## config.mk

```make
export PLATFORM = sky130hd
export DESIGN_NAME = lex_cell
export DESIGN_NICKNAME = d
export VERILOG_FILES = /design/src/sv/lex_pkg.sv /design/src/sv/lex_cell.sv
export SDC_FILE = /design/constraint.sdc
export NUM_CORES = 1
export LEC_CHECK = 0
export BUFFER_PORTS_ARGS = -buffer_cell sky130_fd_sc_hd__buf_2
export CORE_ASPECT_RATIO = 1.4
export CORE_UTILIZATION = 47
export DETAILED_ROUTE_END_ITERATION = 16
export HOLD_SLACK_MARGIN = 0.08
export PLACE_DENSITY = 0.8
export SKIP_LAST_GASP = 1
export SLEW_MARGIN = 20
export SYNTH_ARGS = -nofsm -noshare
export SYNTH_HDL_FRONTEND = slang
export SYNTH_SLANG_ARGS = --single-unit
```

## constraint.sdc

```tcl
create_clock -name clock -period 2.7 [get_ports clock]
set_input_delay 0.27 -clock clock [delete_from_list [all_inputs] [get_ports clock]]
set_output_delay 0.27 -clock clock [all_outputs]
set_load 0.005 [all_outputs]
```

## src/sv/lex_pkg.sv

```systemverilog
`timescale 1ns / 1ps
// ----------------------------------------------------------------------------
// lex_pkg
// shared types and constants of the lexer with identifier interning
// ----------------------------------------------------------------------------
package lex_pkg;

   localparam int unsigned CHAR_W  = 8;
   localparam int unsigned VALUE_W = 31;
   localparam logic [VALUE_W-1:0] VALUE_MAX = {VALUE_W{1'b1}};

   typedef enum logic [1:0] {
      TAG_CONST   = 2'd0,
      TAG_IDENT   = 2'd1,
      TAG_SIGN    = 2'd2,
      TAG_UNKNOWN = 2'd3
   } tag_type;

   typedef enum logic [1:0] {
      MODE_IDLE  = 2'd0,
      MODE_CONST = 2'd1,
      MODE_IDENT = 2'd2
   } mode_type;

   typedef enum logic [2:0] {
      ST_IDLE   = 3'd0,
      ST_SEARCH = 3'd1,
      ST_EMIT1  = 3'd2,
      ST_EMIT2  = 3'd3
   } state_type;

   // search wave sent down the cell row
   typedef struct packed {
      logic valid;
      logic found;
   } wave_type;

   localparam logic [CHAR_W-1:0] CH_NL = 8'd10;

   function automatic logic is_digit(input logic [CHAR_W-1:0] c);
      return (c >= 8'h30) && (c <= 8'h39);
   endfunction

   function automatic logic is_letter(input logic [CHAR_W-1:0] c);
      return ((c >= 8'h41) && (c <= 8'h5A)) || ((c >= 8'h61) && (c <= 8'h7A));
   endfunction

   function automatic logic is_space(input logic [CHAR_W-1:0] c);
      return (c == 8'h20) || ((c >= 8'd9) && (c <= 8'd13));
   endfunction

   // sign index, or 7 for none
   function automatic logic [2:0] sign_index(input logic [CHAR_W-1:0] c);
      logic [2:0] r;
      case (c)
         8'h2B: r = 3'd0;
         8'h2D: r = 3'd1;
         8'h2A: r = 3'd2;
         8'h2F: r = 3'd3;
         8'h28: r = 3'd4;
         8'h29: r = 3'd5;
         default: r = 3'd7;
      endcase
      return r;
   endfunction

endpackage

```

## src/sv/lex_cell.sv

```systemverilog
`timescale 1ns / 1ps
// ----------------------------------------------------------------------------
// lex_cell
// one table entry: stored identifier, compared against the held one
// ----------------------------------------------------------------------------
module lex_cell #(
   parameter int unsigned ID_CHARS = 16,
   parameter int unsigned LEN_W    = 5
) (
   input  logic                          clock,
   input  logic                          reset,
   input  logic                          wr_en,
   input  logic [ID_CHARS*8-1:0]         wr_chars,
   input  logic [LEN_W-1:0]              wr_len,
   input  logic [ID_CHARS*8-1:0]         key_chars,
   input  logic [LEN_W-1:0]              key_len,
   input  logic                          in_use,
   input  lex_pkg::wave_type             wave_in,
   output lex_pkg::wave_type             wave_out,
   output logic                          hit
);
   import lex_pkg::*;

   logic [ID_CHARS*8-1:0] chars_ff;
   logic [LEN_W-1:0]      len_ff;
   logic                  match;
   wave_type              wave_ff;

   always_ff @(posedge clock) begin
      if (wr_en) begin
         chars_ff <= wr_chars;
         len_ff   <= wr_len;
      end
   end

   // characters beyond the key length hold zeros in both, so compare whole
   assign match = in_use && (len_ff == key_len) && (chars_ff == key_chars);
   assign hit   = match;

   always_ff @(posedge clock) begin
      if (reset) begin
         wave_ff <= '0;
      end else begin
         wave_ff.valid <= wave_in.valid;
         wave_ff.found <= wave_in.found | match;
      end
   end
   assign wave_out = wave_ff;
endmodule

```

Word level (Yosys, flattened, before mapping)
Index checks and enable logic that the tools add are counted.
Widths: inputs -> output; s select.

operators by class
  eq/ne operators = 2
  bitwise gates (word level) = 1
  reductions and logical operators = 2

operators by type and width
  kind               number
  $eq 128x128->1     1
  $eq 5x5->1         1
  $logic_and 1x1->1  2
  $or 1x1->1         1

storage, ports and cells
  bits in registers = 135
  input bits = 272
  output and inout bits = 3
  logic and storage cells = 9

Logic depth before layout (Yosys ltp)
  depth after elaboration = 4
  gate-level depth with buffers = 6
  mapped depth without buffers = 6

Least setup slack after synthesis
OpenSTA, ideal clock, no wires.

  path kind = reg2out
  from = register chars_ff[95]
  to = output port hit
  data arrival time = 1789 ps
  data required time = 2430 ps
  path slack = 641 ps
  cell stages (with the launch flop) = 7
  buffers on the path = 0
  cell sequence = edfxtp_1 nor2b_1 a2111o_1 nor4_1 nand4_1 or3_1 nor3_1

on the way
  longest elaborated chain between the ends = 2

RTL lines
  element                   line            text
  start: declaration        lex_cell.sv:24  logic [ID_CHARS*8-1:0] chars_ff;
  start signal: assignment  lex_cell.sv:31  chars_ff <= wr_chars;
  $eq 128x128->1            lex_cell.sv:37  assign match = in_use && (len_ff == key_len) && (chars_ff == key_chars);
  $logic_and 1x1->1         lex_cell.sv:37
  end: declaration          lex_cell.sv:20  output logic hit

No other way between the ends.

Worst setup path after layout
  from = register len_ff[2]
  to = output port hit

on the way
  longest elaborated chain between the ends = 3

RTL lines
  element                          line            text
  start: declaration               lex_cell.sv:25  logic [LEN_W-1:0] len_ff;
  start signal: assignment         lex_cell.sv:32  len_ff <= wr_len;
  $eq 5x5->1                       lex_cell.sv:37
  $logic_and 1x1->1 (2 in series)  lex_cell.sv:37

No other way between the ends.

==> impl_metrics.yaml <==
sta:
  hold_violations: 0
  slew_headroom_pct: 65.7
  worst_slew_pin_slew_ps: 502
  fmax_mhz: 366
  fin_crit_ps: 2730
  final_max_slew_viol_count: 0
  rsz0062_at_grt: "true"
  post-route-period-util_pct: 101
  setup_viol: 1
  fin_skew_ps: 9.28
  setup_ws_ps: -34.3
critical_path:
  slowest_delay_ps: 460
  r2r-start: "len_ff[2]$_DFFE_PP_"
  crit_start: "len_ff[2]$_DFFE_PP_"
  rr_worst_depth: 8
  crit_type: "reg -> out"
  required_ps: 2430
  cp_top_family: "simple AND/OR/NAND/NOR gates"
  start_kind: "register"
  crit_chain: "inv_1, a2111o_1, nor4_2, buf_4, nand4_1, or3_4, nor3_4, buf_2"
  cp_max_fo: 2
  rrSetupSlack_ps: 390
  endpoint_kind: "output port"
  cp.buffers_inverters: 3
  cp.arrival_ps: 2460
  regToRegEndpoint: "wave_out[0]$_SDFF_PP0_"
  cp_slowest_cell: "a2111o_1"
flow_run:
  drv_cap: 0
drt:
  wl_met2_um: 11500
  route.detailed.drc: 0
  drt-met1-wl_um: 6850
  viasPerCell: 5.22
  vias: 5335
  wl_per_cell_um: 20.2
  drtIter0Drc: 339
  routed-wl-met3_um: 1470
  totalWireLength_um: 20600
  top_layer_used: "met5"
  drtAntennaViolNets: 0
  firstDrtPassIters: 5
final_layout:
  multiInputGateArea_sq_um: 1820
  area_delta_synth_final_pct: 61.3
  utilization_pct: 78.0
  seq_area_sq_um: 4030
  nNetsFinal: 1131
  fillers: 724
  drive_above_1_share_pct: 36.7
  mostFrequentLayoutCells: "buf_2, dlygate4sd3_1, edfxtp_1, xnor2_1, nor2b_1"
  final_common_cell: "buf_2"
  diodes: 0
synthesis:
  postSynthAreaPerCell_sq_um: 14.1
  ys_ff_latch: 135
  netlist_instances: 424
  synth_cell_types: 35
  yosysWarnings: 0
  syn_area_sq_um: 5980
  synth_nets: 696
  yosysSeqAreaShare_pct: 67.4
power_and_ir_drop:
  vdd_drop_max_mv: 0.399
  power_density_nw_per_um2: 611
  p_leak_nw: 4.05
clock_tree:
  htreeDepth: 4
  ctsLongestPathBuffers: 2
  cts.sinks: 135
  root_buffer: "clkbuf_16"
  clk_pin_slew_worst_paths_ps: 60
  clock_latency_ps: 420
  cts_buffers: 17
  cts_tree: "yes"
grt:
  antenna_found_initial: 1
  grt.overflow.total: 0
  grt_first_pass_wirelength_um: 31200
  grt_max_degree: 69
  grt_pass1_vias: 6037
  track_usage_pct: 32.1
place:
  dp_hpwl_um: 14000
  pre_cts_ws_ps: -24.4
  gp_congestion: 0.878
  io_buffers: 274
floorplan:
  pin_count: 275
  rows: 48
  die_w_um: 97.4
  die_h_um: 136
  placeableCoreArea_sq_um: 12400
  die_area_sq_um: 13200
  initial_utilization_pct: 48.4
run_status:
  violations: "negative setup slack"
  status: "finished, violations left"
hold_path:
  worstHoldStart: "wr_en"
  hold_class: "in -> reg"
  min_path_cells: 1
  min_to: "chars_ff[70]$_DFFE_PP_"
## kinds of logic (layout without fill, tap and decap cells)
group,Yosys count,count (layout),share of synthesized area (%)
buffers and inverters,46,494,2.89
XOR/XNOR,71,71,10.4
AND/OR/NAND/NOR,121,121,12.3
AO/OA/AOI/OAI,51,51,6.98
flip-flops,135,135,67.4
## Yosys cell counts
library cell    n  share of area [%]
nor2_1          1              0.063
nor4_1         21                2.2
o211ai_1        1               0.13
a21oi_1         2               0.17
nor3b_1         1               0.13
o221ai_1        2               0.29
o41ai_2         1               0.27
a2111oi_0       9                1.3
nand2b_1       20                2.1
and3_1          1               0.10
nand2_1         9               0.56
inv_1          37                2.3
nor2b_1        38                4.0
or3_1           1               0.10
o22ai_1        13                1.4
xor2_1         33                4.8
clkinv_1        5               0.31
a21o_1          1               0.13
inv_2           4               0.25
a221o_1         1               0.17
a221oi_1        1               0.15
nor3_1          2               0.17
nand4_1        22                2.3
edfxtp_1      133                 67
nor4b_1         1               0.15
a2111o_1        5               0.94
a22o_1          3               0.44
dfxtp_1         2               0.67
and4b_1         1               0.17
o2111ai_1       6               0.88
nand4b_1        1               0.15
o2bb2ai_1       4               0.59
o21ai_0         2               0.17
nand3_1         2               0.17
xnor2_1        38                5.6
## routing by layer
| layer | up-vias | global-route usage (%) |
|---|---|---|
| met2 | 328 | 62.2 |
| met4 | 2 | 15.5 |
| li1 | 2467 | - |
| met5 | - | 0 |
| met3 | 50 | 8.20 |
| met1 | 2488 | 31.4 |
## layout make-up
| cell class | count | area share (%) |
|---|---|---|
| clock inverters | 12 | 2.11 |
| inverters | 46 | 1.79 |
| well taps | 150 | 1.94 |
| multi-input cells | 243 | 18.9 |
| flip-flops and latches | 135 | 41.8 |
| clock buffers | 20 | 4.52 |
| repair buffers | 416 | 29.0 |
## flip-flops by register name, indices dropped and copies added, names as in the netlist
| register | cells |
|---|---|
| chars_ff | 128 |
| len_ff | 5 |
| wave_out | 2 |
## power by group
group / leakage, nW / internal, W / switching (W)
logic: 2.44 / 0.000433 / 0.000339
clock network: 0.300 / 0.00164 / 0.000908
registers: 1.32 / 0.00249 / 0.0000836
total: 4.05 / 0.00457 / 0.00133
## per-stage QoR
step / TNS (ps) / hold WS, ps / cells / area, sq um / power [W]
after CTS: -77.6 / 256 / 1022 / 9650 / 0.00587
after detailed placement: -24.4 / 448 / 853 / 7600 / 0.00320
after global routing: -176 / 260 / 1022 / 9650 / 0.00607
final: -34.3 / 251 / 1022 / 9650 / 0.00590
after floorplan: 0 / 342 / 424 / 5980 / 0.00283
after global placement: 0 / 447 / 853 / 7600 / 0.00317
## timing repair
action	4_1_cts	5_1_grt
buffers inserted	1	0
resized for setup	9	1
pin swaps	3	3
cloned	0	0
endpoints found under the hold margin	135	0
hold buffers	136	0
endpoints found under the setup margin	1	1
## worst max path at each step
| stage | endpoint | depth (start not counted) | slack, ps |
|---|---|---|---|
| final | hit | 8 | -30 |
| after floorplan | hit | 6 | 640 |
| after global placement | hit | 9 | 30 |
| after CTS | hit | 7 | -80 |
| after global routing | hit | 8 | -180 |
| after detailed placement | hit | 9 | -20 |
Note: power is estimated with default switching activity, not from simulation.
